<file path="src/bre_pkg.sv">
// Package for the bitmap range engine: codes, controller states and interface structs.
`default_nettype none
package bre_pkg;

    localparam logic [1:0] MODE_FILL  = 2'd0;
    localparam logic [1:0] MODE_READ  = 2'd1;
    localparam logic [1:0] MODE_COUNT = 2'd2;
    localparam logic [1:0] MODE_FIND  = 2'd3;

    localparam logic [1:0] STATUS_OK        = 2'd0;
    localparam logic [1:0] STATUS_RANGE_ERR = 2'd1;
    localparam logic [1:0] STATUS_NOT_FOUND = 2'd2;

    typedef enum logic [1:0] {
        ST_IDLE,
        ST_CHECK,
        ST_PROC
    } state_t;

    // Commands from the controller to the datapath.
    typedef struct packed {
        logic capture;
        logic launch;
        logic proc;
        logic adv;
        logic finish;
    } cmd_t;

    // Status from the datapath to the controller.
    typedef struct packed {
        logic range_err;
        logic at_end;
        logic hit;
    } sts_t;

endpackage
`default_nettype wire

</file>
<file path="src/bre_ctrl.sv">
// Controller of the bitmap range engine: sequences check and word walk.
`default_nettype none
module bre_ctrl (
    input  wire logic          clk,
    input  wire logic          rst_n,
    input  wire logic          start,
    output logic               busy,
    output bre_pkg::cmd_t      cmd,
    input  wire bre_pkg::sts_t sts
);

    bre_pkg::state_t state_reg;
    bre_pkg::state_t state_next;

    always_ff @(posedge clk or negedge rst_n)
    begin
        if (!rst_n)
        begin
            state_reg <= bre_pkg::ST_IDLE;
        end
        else
        begin
            state_reg <= state_next;
        end
    end

    always_comb
    begin
        state_next = state_reg;
        cmd        = '0;
        case (state_reg)
            bre_pkg::ST_IDLE:
            begin
                if (start)
                begin
                    cmd.capture = 1'b1;
                    state_next  = bre_pkg::ST_CHECK;
                end
            end
            bre_pkg::ST_CHECK:
            begin
                if (sts.range_err)
                begin
                    cmd.finish = 1'b1;
                    state_next = bre_pkg::ST_IDLE;
                end
                else
                begin
                    cmd.launch = 1'b1;
                    state_next = bre_pkg::ST_PROC;
                end
            end
            bre_pkg::ST_PROC:
            begin
                cmd.proc = 1'b1;
                if (sts.at_end || sts.hit)
                begin
                    cmd.finish = 1'b1;
                    state_next = bre_pkg::ST_IDLE;
                end
                else
                begin
                    cmd.adv = 1'b1;
                end
            end
            default:
            begin
                state_next = bre_pkg::ST_IDLE;
            end
        endcase
    end

    assign busy = (state_reg != bre_pkg::ST_IDLE);

endmodule
`default_nettype wire

</file>
<file path="config.mk">
export PLATFORM = sky130hd
export DESIGN_NAME = bre_ctrl
export DESIGN_NICKNAME = d
export VERILOG_FILES = /design/src/bre_pkg.sv /design/src/bre_ctrl.sv
export SDC_FILE = /design/constraint.sdc
export NUM_CORES = 1
export LEC_CHECK = 0
export BUFFER_PORTS_ARGS = -buffer_cell sky130_fd_sc_hd__buf_2
export CORE_AREA = 2 2 39 41
export CTS_BUF_LIST = sky130_fd_sc_hd__clkbuf_4 sky130_fd_sc_hd__clkbuf_8 sky130_fd_sc_hd__clkbuf_16
export DETAILED_ROUTE_END_ITERATION = 10
export DIE_AREA = 0 0 41 43
export SLEW_MARGIN = 15
export SYNTH_ARGS = -nofsm -noshare
export SYNTH_HDL_FRONTEND = slang
export SYNTH_SLANG_ARGS = --single-unit
export TNS_END_PERCENT = 5
</file>
<file path="constraint.sdc">
create_clock -name clk -period 2.5 [get_ports clk]
set_clock_uncertainty 0.05 [all_clocks]
set_input_delay 0.25 -clock clk [delete_from_list [all_inputs] [get_ports clk]]
set_output_delay 0.25 -clock clk [all_outputs]
set_load 0.1 [all_outputs]
</file>
==> impl_metrics.json <==
{
  "synth_top_cell_by_area": "dfrtp_1",
  "synth_area_leaders": "dfrtp_1, ha_1, mux2_1",
  "overflow": 0,
  "post-route-min-period_ns": 1.86,
  "syn-num-nets": 30,
  "worstMarginPinSlew_ns": 0.485,
  "drive_gt1_frac": 0.588,
  "vias_per_cell": 3.38,
  "nFillCells": 169,
  "busiest_layer": "met4",
  "tns_ns": 0,
  "insertedDiodeCount": 0,
  "cp-start-kind": "register",
  "post_drt_wl_per_cell_um": 7.68,
  "met3_usage": 0.0157,
  "cp.required_ns": 2.20,
  "initial_core_util": 0.144,
  "drt_iter0_drc": 0,
  "synth_most_common_cell": "ha_1",
  "place.gp.congestion": 0.614,
  "cts_tree": "done",
  "ctsRootBufferMaster": "clkbuf_4",
  "yosysWarnings": 0,
  "crit_path_end_kind": "primary output",
  "cts.sinks": 2,
  "worst_slack_ns": 0.640,
  "vias": 169,
  "design_area_um2": 308,
  "post_cts_buffers": 0,
  "htree_levels": 1,
  "postRouteAntennaNets": 0,
  "final-hold-violation-count": 0,
  "yosysSeqAreaShare": 0.252,
  "placed_cell_area_um2": 275,
  "fmax_mhz": 538,
  "fp.dieW_um": 41,
  "totalWireLength_um": 384,
  "cts_made_buffers": 3,
  "dr.pass1.iters": 1,
  "grt_start_max_net_pins": 4,
  "relSlewSlack": 0.679,
  "synth_cell_types": 13,
  "rsz0062_at_grt": "false",
  "clk_latency_ns": 0.22,
  "async_reset_ff_frac": 1.00,
  "dp_hpwl_um": 327,
  "cp_cell_sequence": "inv_1, ha_2, nor3b_4, buf_2",
  "synthTopCellsByCount": "ha_1, inv_1, dfrtp_1, mux2_1",
  "place_ws_ns": 0.856,
  "synth-main-ff-cell": "dfrtp_1",
  "synth.ff_latch_count": 2,
  "cp.arrival_ns": 1.56,
  "core_mm2": 0.00138,
  "grt_pass1_vias": 165,
  "crit_path_max_incr_delay_ns": 0.45,
  "use_met2": 0.0750,
  "die_h_um": 43,
  "syn_area_um2": 199,
  "status": "complete, no violations",
  "synthDominantCellAreaShare": 0.252,
  "clk_path_buf_depth": 2,
  "drv_slew": 0,
  "setup_viol": 0,
  "worst_hold_path_type": "in2async",
  "synth_cells": 20,
  "grt_pass1_wl_um": 538,
  "synth_edf_count": 0,
  "maxCapViolCount": 0,
  "timing.hold.ws_ns": 0.287,
  "die-area_mm2": 0.00176,
  "crit_type": "reg2out",
  "finalCritPeriodShare": 0.744,
  "drcViolationCount": 0,
  "path_max_fanout": 3,
  "path_clk_slew_ns": 0.03,
  "port_buffers": 11,
  "largest_reg_flops": 2,
  "antenna_found_initial": 0,
  "synth_area_per_cell_um2": 9.95,
  "fin_nets": 46,
  "ios": 12,
  "fp-row-count": 14,
  "syn_to_final_growth_pct": 54.7,
  "grt_use_total": 0.0532,
  "cp_slowest_cell": "buf_2",
  "met1_usage": 0.0354
}
[worst max-delay path: cells and delay by family (launching register included)]
family	cells	cell delay [ns]
DFF	1	0.38
and+or+nand+nor	1	0.20
adders and majority gates	1	0.19
buffers and inverters	2	0.56
[worst paths after layout]
kind | startpoint | endpoint | slack (ns) | cells after the start
min | rst_n | state_reg[1]$_DFFE_PN0P_ | 0.29 | 2
max reg2reg | state_reg[0]$_DFFE_PN0P_ | state_reg[1]$_DFFE_PN0P_ | 1.06 | 5
min reg2reg | state_reg[0]$_DFFE_PN0P_ | state_reg[0]$_DFFE_PN0P_ | 0.48 | 1
max in group asynchronous | rst_n | state_reg[0]$_DFFE_PN0P_ | 2.02 | 2
max | state_reg[0]$_DFFE_PN0P_ | cmd[1] | 0.64 | 4
min in group clk | sts[2] | state_reg[1]$_DFFE_PN0P_ | 0.42 | 3
[logic make-up (layout without fill, tap and decap cells)]
kind of cell               Yosys count  after routing  synth area share
buffers and inverters                5             19             0.113
adders and majority gates            4              4             0.252
and+or+nand+nor                      4              4             0.164
AOI/OAI and AO/OA                    3              3             0.107
muxes                                2              2             0.113
DFF                                  2              2             0.252
[final cells by class]
type	count	area, um^2	share of cell area
Timing Repair Buffer	12	65.1	0.211
Sequential cell	2	50.0	0.163
Tap cell	16	20.0	0.0650
Clock buffer	3	22.5	0.0732
Multi-Input combinational cell	13	135	0.439
Inverter	4	15.0	0.0488
[layer usage]
metal  wire, um  part of all wire  up-vias
li1           -                 -       91
met3         43              0.11        2
met4         10             0.026        0
met2        190              0.49        8
met1        140              0.36       68
met5          0                 0        -
[metrics by stage]
| step | util | std cells |
|---|---|---|
| after floorplan | - | 20 |
| after global placement | 0.199 | 46 |
| after detailed placement | 0.199 | 46 |
| after CTS | 0.222 | 50 |
| after global routing | 0.222 | 50 |
| final | 0.222 | 50 |
[cells in the final DEF, fill, tap and decap left out]
| master | instances |
|---|---|
| buf_2 | 11 |
| inv_1 | 3 |
| ha_1 | 3 |
| clkbuf_4 | 3 |
| mux2_1 | 2 |
| dfrtp_1 | 2 |
| o21ai_0 | 1 |
| nand2_1 | 1 |
| a21boi_2 | 1 |
| nor3b_4 | 1 |
| nor2b_1 | 1 |
| inv_2 | 1 |
| nor2_2 | 1 |
| a21oi_2 | 1 |
| ha_2 | 1 |
| dlygate4sd3_1 | 1 |
[what timing repair did]
item	in CTS	in global routing
endpoints found under the hold margin	2	0
hold buffers	1	0
gates resized for setup	0	0
Power is left out: the tool's default activity adds up to more than one toggle a clock period on the data nets, which glitch-free logic cannot reach.
