==> config.mk <==
export PLATFORM = sky130hd
export DESIGN_NAME = bre_datapath
export DESIGN_NICKNAME = d
export VERILOG_FILES = /design/src/bre_pkg.sv /design/src/bre_datapath.sv
export SDC_FILE = /design/constraint.sdc
export NUM_CORES = 2
export LEC_CHECK = 0
export ABC_CLOCK_PERIOD_IN_PS = 11530
export BUFFER_PORTS_ARGS = -buffer_cell sky130_fd_sc_hd__buf_2
export CORE_AREA = 5 5 382 760
export CTS_BUF_LIST = sky130_fd_sc_hd__clkbuf_16
export DETAILED_ROUTE_END_ITERATION = 8
export DIE_AREA = 0 0 387 765
export GPL_ROUTABILITY_DRIVEN = 0
export GPL_TIMING_DRIVEN = 0
export PLACE_DENSITY = 0.79
export SYNTH_ARGS = -nofsm -noshare
export SYNTH_HDL_FRONTEND = slang
export SYNTH_SLANG_ARGS = --single-unit
==> constraint.sdc <==
create_clock -name clk -period 11.53 [get_ports clk]
set_input_delay 1.7295 -clock clk [delete_from_list [all_inputs] [get_ports clk]]
set_output_delay 1.7295 -clock clk [all_outputs]
set_load 0.02 [all_outputs]
==> src/bre_pkg.sv <==
// Package for the bitmap range engine: codes, controller states and interface structs.
`default_nettype none
package bre_pkg;

    localparam logic [1:0] MODE_FILL  = 2'd0;
    localparam logic [1:0] MODE_READ  = 2'd1;
    localparam logic [1:0] MODE_COUNT = 2'd2;
    localparam logic [1:0] MODE_FIND  = 2'd3;

    localparam logic [1:0] STATUS_OK        = 2'd0;
    localparam logic [1:0] STATUS_RANGE_ERR = 2'd1;
    localparam logic [1:0] STATUS_NOT_FOUND = 2'd2;

    typedef enum logic [1:0] {
        ST_IDLE,
        ST_CHECK,
        ST_PROC
    } state_t;

    // Commands from the controller to the datapath.
    typedef struct packed {
        logic capture;
        logic launch;
        logic proc;
        logic adv;
        logic finish;
    } cmd_t;

    // Status from the datapath to the controller.
    typedef struct packed {
        logic range_err;
        logic at_end;
        logic hit;
    } sts_t;

endpackage
`default_nettype wire

==> src/bre_datapath.sv <==
// Datapath of the bitmap range engine: word store, range masks, count and search logic.
`default_nettype none
module bre_datapath #(
    parameter int CAPACITY_BITS = 4096
) (
    input  wire logic          clk,
    input  wire logic          rst_n,
    input  wire bre_pkg::cmd_t cmd,
    output bre_pkg::sts_t      sts,
    input  wire logic [1:0]    mode,
    input  wire logic [11:0]   first_bit,
    input  wire logic [11:0]   last_bit,
    input  wire logic          bit_value,
    output logic               done,
    output logic [1:0]         status,
    output logic [12:0]        result_value,
    output logic [12:0]        bits_in_use
);

    localparam int WORDS = (CAPACITY_BITS + 63) / 64;
    localparam int AW    = (WORDS > 1) ? $clog2(WORDS) : 1;
    localparam int IW    = $clog2(WORDS + 1);

    logic [63:0]   mem [WORDS];
    logic [63:0]   rdata_reg;

    logic [1:0]    mode_reg;
    logic [11:0]   first_reg;
    logic [11:0]   last_reg;
    logic          val_reg;
    logic [5:0]    cur_w_reg;
    logic [IW-1:0] init_reg;
    logic [12:0]   used_reg;
    logic [12:0]   acc_reg;
    logic          done_reg;
    logic [1:0]    status_reg;
    logic [12:0]   result_reg;

    logic [5:0]    fw;
    logic [5:0]    lw;
    logic [5:0]    start_w;
    logic [5:0]    end_w;
    logic          word_ok;
    logic [63:0]   eff;
    logic [63:0]   lo_mask;
    logic [63:0]   hi_mask;
    logic [63:0]   rmask;
    logic [63:0]   new_word;
    logic [63:0]   target;
    logic [6:0]    word_ones;
    logic [12:0]   acc_next;
    logic [5:0]    ffs;
    logic          range_err;
    logic          we;
    logic [AW-1:0] raddr;

    assign fw = first_reg[11:6];
    assign lw = last_reg[11:6];

    always_comb
    begin
        case (mode_reg)
            bre_pkg::MODE_FILL:
            begin
                range_err = (first_reg > last_reg) || (32'(last_reg) >= CAPACITY_BITS);
            end
            bre_pkg::MODE_READ:
            begin
                range_err = (32'(first_reg) >= CAPACITY_BITS);
            end
            default:
            begin
                range_err = (first_reg > last_reg) || ({1'b0, last_reg} >= used_reg);
            end
        endcase
    end

    // A fill that lands above the initialized words first sweeps the gap with zeros.
    assign start_w = (mode_reg == bre_pkg::MODE_FILL && 32'(fw) > 32'(init_reg))
                     ? 6'(init_reg) : fw;
    assign end_w   = (mode_reg == bre_pkg::MODE_READ) ? fw : lw;

    // Words never written read as zero; written words hold zeros above the used size.
    assign word_ok = 32'(cur_w_reg) < 32'(init_reg);
    assign eff     = word_ok ? rdata_reg : 64'd0;

    assign lo_mask = (cur_w_reg > fw) ? {64{1'b1}} :
                     (cur_w_reg == fw) ? ({64{1'b1}} << first_reg[5:0]) : 64'd0;
    assign hi_mask = (cur_w_reg < lw) ? {64{1'b1}} :
                     (cur_w_reg == lw) ? ({64{1'b1}} >> (6'd63 - last_reg[5:0])) : 64'd0;
    assign rmask   = lo_mask & hi_mask;

    assign new_word  = (eff & ~rmask) | (val_reg ? rmask : 64'd0);
    assign word_ones = 7'($countones(eff & rmask));
    assign acc_next  = acc_reg + 13'(word_ones);
    assign target    = (val_reg ? eff : ~eff) & rmask;

    always_comb
    begin
        ffs = 6'd0;
        for (int i = 63; i >= 0; i--)
        begin
            if (target[i])
            begin
                ffs = 6'(i);
            end
        end
    end

    assign sts.range_err = range_err;
    assign sts.at_end    = (cur_w_reg == end_w);
    assign sts.hit       = (mode_reg == bre_pkg::MODE_FIND) && (|target);

    assign we    = cmd.proc && (mode_reg == bre_pkg::MODE_FILL);
    assign raddr = cmd.launch ? AW'(start_w) : AW'(cur_w_reg + 6'd1);

    always_ff @(posedge clk)
    begin
        if (we)
        begin
            mem[AW'(cur_w_reg)] <= new_word;
        end
        rdata_reg <= mem[raddr];
    end

    always_ff @(posedge clk)
    begin
        if (cmd.capture)
        begin
            mode_reg  <= mode;
            first_reg <= first_bit;
            last_reg  <= last_bit;
            val_reg   <= bit_value;
        end
        if (cmd.launch)
        begin
            cur_w_reg <= start_w;
            acc_reg   <= 13'd0;
        end
        else if (cmd.adv)
        begin
            cur_w_reg <= cur_w_reg + 6'd1;
            acc_reg   <= acc_next;
        end
        if (cmd.finish)
        begin
            status_reg <= bre_pkg::STATUS_OK;
            result_reg <= 13'd0;
            if (range_err)
            begin
                status_reg <= bre_pkg::STATUS_RANGE_ERR;
            end
            else
            begin
                case (mode_reg)
                    bre_pkg::MODE_READ:
                    begin
                        result_reg <= {12'd0, eff[first_reg[5:0]]};
                    end
                    bre_pkg::MODE_COUNT:
                    begin
                        result_reg <= acc_next;
                    end
                    bre_pkg::MODE_FIND:
                    begin
                        if (sts.hit)
                        begin
                            result_reg <= {1'b0, cur_w_reg, ffs};
                        end
                        else
                        begin
                            status_reg <= bre_pkg::STATUS_NOT_FOUND;
                        end
                    end
                    default:
                    begin
                        result_reg <= 13'd0;
                    end
                endcase
            end
        end
    end

    always_ff @(posedge clk or negedge rst_n)
    begin
        if (!rst_n)
        begin
            done_reg <= 1'b0;
            used_reg <= 13'd0;
            init_reg <= '0;
        end
        else
        begin
            done_reg <= cmd.finish;
            if (cmd.finish && !range_err)
            begin
                if (mode_reg == bre_pkg::MODE_FILL)
                begin
                    if ({1'b0, last_reg} + 13'd1 > used_reg)
                    begin
                        used_reg <= {1'b0, last_reg} + 13'd1;
                    end
                    if (32'(lw) + 1 > 32'(init_reg))
                    begin
                        init_reg <= IW'(32'(lw) + 1);
                    end
                end
                else if (mode_reg == bre_pkg::MODE_READ)
                begin
                    if ({1'b0, first_reg} + 13'd1 > used_reg)
                    begin
                        used_reg <= {1'b0, first_reg} + 13'd1;
                    end
                end
            end
        end
    end

    assign done         = done_reg;
    assign status       = status_reg;
    assign result_value = result_reg;
    assign bits_in_use  = used_reg;

endmodule
`default_nettype wire

==> results of run 1 <==
per-layer routing:
layer	global-route usage, %	GRT overflow
met2	80.0	181
met5	25.0	5
met4	57.6	158
met3	44.2	22
met1	55.1	6
per-stage QoR:
stage	worst slack, ns	util (%)	area (µm²)
2_1_floorplan	2.00	-	178000
3_3_place_gp	-2.58	64.5	183000
3_5_place_dp	-0.834	66.9	190000
4_1_cts	0.158	70.9	201000
timing repair:
action	CTS
gates resized for setup	6
buffers inserted	2
pin swaps	1
setup endpoints to repair	10
cell families after synthesis:
family / Yosys count
and+or+nand+nor: 7180
muxes: 70
buffers and inverters: 1126
AOI/OAI and AO/OA: 1502
adders and majority gates: 172
DFF: 4242
xor gates and xnor gates: 66
==> results.sh, run 1 <==
export IMPL_grt_max_degree=65
export IMPL_stop_stage="global routing"
export IMPL_synth_xor_xnor_area_share_pct=0.325
export IMPL_synth_main_ff_cell="edfxtp_1"
export IMPL_status="did not finish"
export IMPL_synthSimpleGateAreaFrac_pct=17.4
export IMPL_cts_root_buf="clkbuf_16"
export IMPL_synth_compound_area_share_pct=6.44
export IMPL_synth_cells=14358
export IMPL_synth_area_leaders="edfxtp_1 (70%), nand2_1 (9.1%), nand3_1 (6.0%)"
export IMPL_die_w_um=387
export IMPL_syn_avg_cell_area_um2=12.4
export IMPL_cts_made_buffers=344
export IMPL_grt_usage_pct=59.4
export IMPL_grt_pass1_wl_um=1220000
export IMPL_synthAdderAreaFrac_pct=1.45
export IMPL_synth_most_common_cell="nand2_1"
export IMPL_synth_top_area_share_pct=69.9
export IMPL_ys_seq_area_share_pct=71.1
export IMPL_syn_area_um2=178000
export IMPL_yosys_cell_types_count=114
export IMPL_grt_overflow_total=372
export IMPL_dpl_hpwl_um=511000
export IMPL_cts_hold_buf=0
export IMPL_synth_seq_cells=4242
export IMPL_dpl_cell_count=18463
export IMPL_synth_top_family_by_area="simple AND/OR/NAND/NOR gates"
export IMPL_ys_async_sr_fraction_pct=0.495
export IMPL_grt_pass1_vias=149412
export IMPL_cts_htree_levels=5
export IMPL_synth_top_area_cell="edfxtp_1"
export IMPL_clock_sinks=4242
export IMPL_pin_count=66
export IMPL_firstError="[ERROR GRT-0116] Global routing finished with congestion. Check the congestion regions in the DRC Viewer."
export IMPL_die_h_um=765
export IMPL_portBuffers=64
export IMPL_fp_row_count=277
export IMPL_ys_top_cells_by_count="nand2_1 (4327), edfxtp_1 (4144), nand3_1 (2147)"
export IMPL_cts_buffer_depth=4
export IMPL_initial_utilization_pct=62.7
export IMPL_syn_nets=14564
export IMPL_synth_warnings=0
export IMPL_synth_edf_count=4144
export IMPL_synth_area_mux_share_pct=0.546
==> run 2, diff against run 1 <==
--- a/config.mk
+++ b/config.mk
@@ -7,13 +7,12 @@
 export LEC_CHECK = 0
 export ABC_CLOCK_PERIOD_IN_PS = 11530
 export BUFFER_PORTS_ARGS = -buffer_cell sky130_fd_sc_hd__buf_2
-export CORE_AREA = 5 5 382 760
-export CTS_BUF_LIST = sky130_fd_sc_hd__clkbuf_16
+export CORE_AREA = 5 5 673 675
 export DETAILED_ROUTE_END_ITERATION = 8
-export DIE_AREA = 0 0 387 765
+export DIE_AREA = 0 0 678 680
 export GPL_ROUTABILITY_DRIVEN = 0
 export GPL_TIMING_DRIVEN = 0
-export PLACE_DENSITY = 0.79
+export PLACE_DENSITY_LB_ADDON = 0.15
 export SYNTH_ARGS = -nofsm -noshare
 export SYNTH_HDL_FRONTEND = slang
 export SYNTH_SLANG_ARGS = --single-unit
==> run 2 against run 1 <==
  * The flow now finishes, with violations (DRC, capacitance limit, slew limit)
  * Synthesized cell count did not move
  * Area after synthesis is the same
==> results.sh, run 2 <==
export IMPL_syn_avg_cell_area_um2=12.4
export IMPL_setup_viol=0
export IMPL_worstPathRequired_ns=12.35
export IMPL_grt_pass1_wl_um=939000
export IMPL_start_kind="flop"
export IMPL_rr_endpoint="result_value[12]$_SDFFCE_PP0P_"
export IMPL_syn_nets=14564
export IMPL_rr_worst_depth=35
export IMPL_viasPerCell=5.86
export IMPL_synth_most_common_cell="nand2_1"
export IMPL_cts_htree_levels=5
export IMPL_cts_tree="done"
export IMPL_cts_buffer_depth=4
export IMPL_cap_violations=11
export IMPL_endpoint_kind="flop"
export IMPL_slew_headroom_pct=-23.2
export IMPL_p_clk_share_pct=22.0
export IMPL_grt_usage_pct=28.8
export IMPL_period_share_pct=97.2
export IMPL_dr_pass1_iters=9
export IMPL_die_h_um=680
export IMPL_min_period_ns=11.20
export IMPL_synth_top_area_share_pct=69.9
export IMPL_report_final_slew_viol_count=30
export IMPL_grt_max_degree=65
export IMPL_synth_cells=14358
export IMPL_synth_edf_count=4144
export IMPL_first_iter_violations=17053
export IMPL_grt_pass1_vias=117876
export IMPL_netSwitchingFraction_pct=42.2
export IMPL_fmax_mhz=89.3
export IMPL_p_sw_w=0.0264
export IMPL_syn_area_um2=178000
export IMPL_fp_row_count=246
export IMPL_hold_ws_ns=0.507
export IMPL_finalNetCount=15404
export IMPL_vdd_drop_max_uv=527
export IMPL_rsz0062_at_grt="no"
export IMPL_synth_seq_cells=4242
export IMPL_worstSetupEndpoint="result_value[12]$_SDFFCE_PP0P_"
export IMPL_synth_warnings=0
export IMPL_yosys_cell_types_count=114
export IMPL_setup_ws_ns=0.328
export IMPL_ys_async_sr_fraction_pct=0.495
export IMPL_clock_sinks=4242
export IMPL_r2r_setup_slack_ns=0.33
export IMPL_seqPwrFrac_pct=34.8
export IMPL_coreArea_um2=447000
export IMPL_combPwrFrac_pct=43.3
export IMPL_path_class="reg -> reg"
export IMPL_status="complete, but fails checks"
export IMPL_cpPeakStageDelay_ns=0.65
export IMPL_portBuffers=64
export IMPL_violations="DRC, capacitance limit, slew limit"
export IMPL_fin_area_um2=208000
export IMPL_dr_total_vias=126396
export IMPL_p_leak_nw=72.0
export IMPL_ys_top_cells_by_count="nand2_1 (4327), edfxtp_1 (4144), nand3_1 (2147)"
export IMPL_synth_main_ff_cell="edfxtp_1"
export IMPL_multi_input_area_um2=48100
export IMPL_die_w_um=678
export IMPL_largest_reg_flops=4096
export IMPL_fill_cells=40386
export IMPL_synth_top_area_cell="edfxtp_1"
export IMPL_crit_top_cell="fa_1"
export IMPL_layout_common_cells="nand2_1 (4327), edfxtp_1 (4144), nand3_1 (2147)"
export IMPL_hp_class="reg -> reg"
export IMPL_initial_utilization_pct=39.8
export IMPL_total_power_w=0.0625
export IMPL_dpl_hpwl_um=490000
export IMPL_cts_hold_buf=0
export IMPL_cts_root_buf="clkbuf_16"
export IMPL_final_seq_area_um2=127000
export IMPL_die_area_um2=461000
export IMPL_synth_area_leaders="edfxtp_1 (70%), nand2_1 (9.1%), nand3_1 (6.0%)"
export IMPL_cp_data_arrival_time_ns=12.02
export IMPL_drtAntennaViolNets=0
export IMPL_clock_skew_ns=0.0718
export IMPL_area_growth_pct=16.7
export IMPL_post_place_ws_ns=-1.09
export IMPL_wl_per_cell_um=31.5
export IMPL_final_common_cell="nand2_1"
export IMPL_route_detailed_drc=8
export IMPL_intPower_w=0.0361
export IMPL_cp_slowest_cell="fa_1"
export IMPL_post_route_util_pct=46.5
export IMPL_drive_gt1_share_pct=10.9
export IMPL_rr_startpoint="cur_w_reg[4]$_DFFE_PP_"
export IMPL_power_density_nw_per_um2=301
export IMPL_cts_made_buffers=448
export IMPL_crit_fanout=19
export IMPL_crit_start="cur_w_reg[4]$_DFFE_PP_"
export IMPL_tightest_slew_ns=1.84
export IMPL_antenna_found_initial=78
export IMPL_insertion_delay_ns=1.05
export IMPL_ys_seq_area_share_pct=71.1
export IMPL_grt_overflow_total=0
export IMPL_pin_count=66
export IMPL_hold_viol=0
export IMPL_clk_pin_slew_ns=0.06
export IMPL_dpl_cell_area_um2=194000
export IMPL_finalWirelength_um=680000
-- run 2: worst min-delay path by stage --
stage | start | end | slack, ns | cells after the start
after CTS | acc_reg[1]$_SDFFE_PP0P_ | acc_reg[1]$_SDFFE_PP0P_ | 0.51 | 2
after detailed placement | init_reg[2]$_DFFE_PN0P_ | init_reg[2]$_DFFE_PN0P_ | 0.49 | 1
after floorplan | acc_reg[1]$_SDFFE_PP0P_ | acc_reg[1]$_SDFFE_PP0P_ | 0.46 | 2
after global placement | acc_reg[7]$_SDFFE_PP0P_ | acc_reg[7]$_SDFFE_PP0P_ | 0.48 | 2
after global routing | acc_reg[4]$_SDFFE_PP0P_ | acc_reg[4]$_SDFFE_PP0P_ | 0.54 | 2
final | acc_reg[1]$_SDFFE_PP0P_ | acc_reg[1]$_SDFFE_PP0P_ | 0.51 | 2
-- run 2: kinds of logic (layout without fill, tap and decap cells) --
kind of cell / Yosys count / count (layout) / share of synthesized area [%]
other cells: 0 / 41 / 0
simple gates: 7180 / 7180 / 17.4
buf+inv: 1126 / 2345 / 2.74
compound gates: 1502 / 1502 / 6.44
xor+xnor: 66 / 66 / 0.325
flops: 4242 / 4242 / 71.1
mux: 70 / 70 / 0.546
fa+ha+maj: 172 / 172 / 1.45
-- run 2: power groups by stage --
| stage | Clock, W | Combinational, W | Sequential (W) |
|---|---|---|---|
| after floorplan | 0 | 0.0114 | 0.0226 |
| after global placement | 0 | 0.0229 | 0.0245 |
| after detailed placement | 0 | 0.0262 | 0.0220 |
| after CTS | 0.0139 | 0.0263 | 0.0217 |
| after global routing | 0.0145 | 0.0281 | 0.0217 |
| final | 0.0137 | 0.0270 | 0.0217 |
-- run 2: final cells by class --
type / instances / share of cell area (%)
clock inverter: 246 / 0.866
buffer: 1002 / 2.14
multi-input combinational: 8990 / 23.1
inverter: 123 / 0.223
tap: 5952 / 3.59
sequential: 4242 / 60.9
clock buffer: 583 / 5.71
antenna: 41 / 0.0494
timing repair buffer: 391 / 3.36
-- run 2: per-layer routing --
layer,vias up,routed length [µm],share of wire (%),GRT usage (%)
met3,1608,73100,11,8.25
li1,54748,-,-,-
met5,-,95,0.014,0.0521
met4,16,48900,7.2,16.3
met2,6726,295000,43,43.0
met1,63298,263000,39,37.7
-- run 2: what timing repair did --
action	4_1_cts	5_1_grt
buffers inserted	3	0
pin swaps	2	0
resized for setup	5	13
setup endpoints to repair	19	11
-- run 2: metrics by stage --
stage / setup TNS (ns) / cells
after floorplan: 0 / 14358
final: 0 / 21570
after global routing: 0 / 21540
after CTS: 0 / 21521
after global placement: -5688.82 / 20374
after detailed placement: -11.09 / 20689
-- run 2: worst max-delay path, delay by kind of cell, from the launching register on --
family / cells / cell delay [ns]
adder cells (fa/ha/maj): 11 / 5.56
AO/OA/AOI/OAI: 9 / 1.61
flip-flops: 1 / 0.50
buffers and inverters: 8 / 2.06
AND/OR/NAND/NOR: 6 / 1.12
XOR/XNOR: 1 / 0.16
Power figures use the tool's default switching activity.
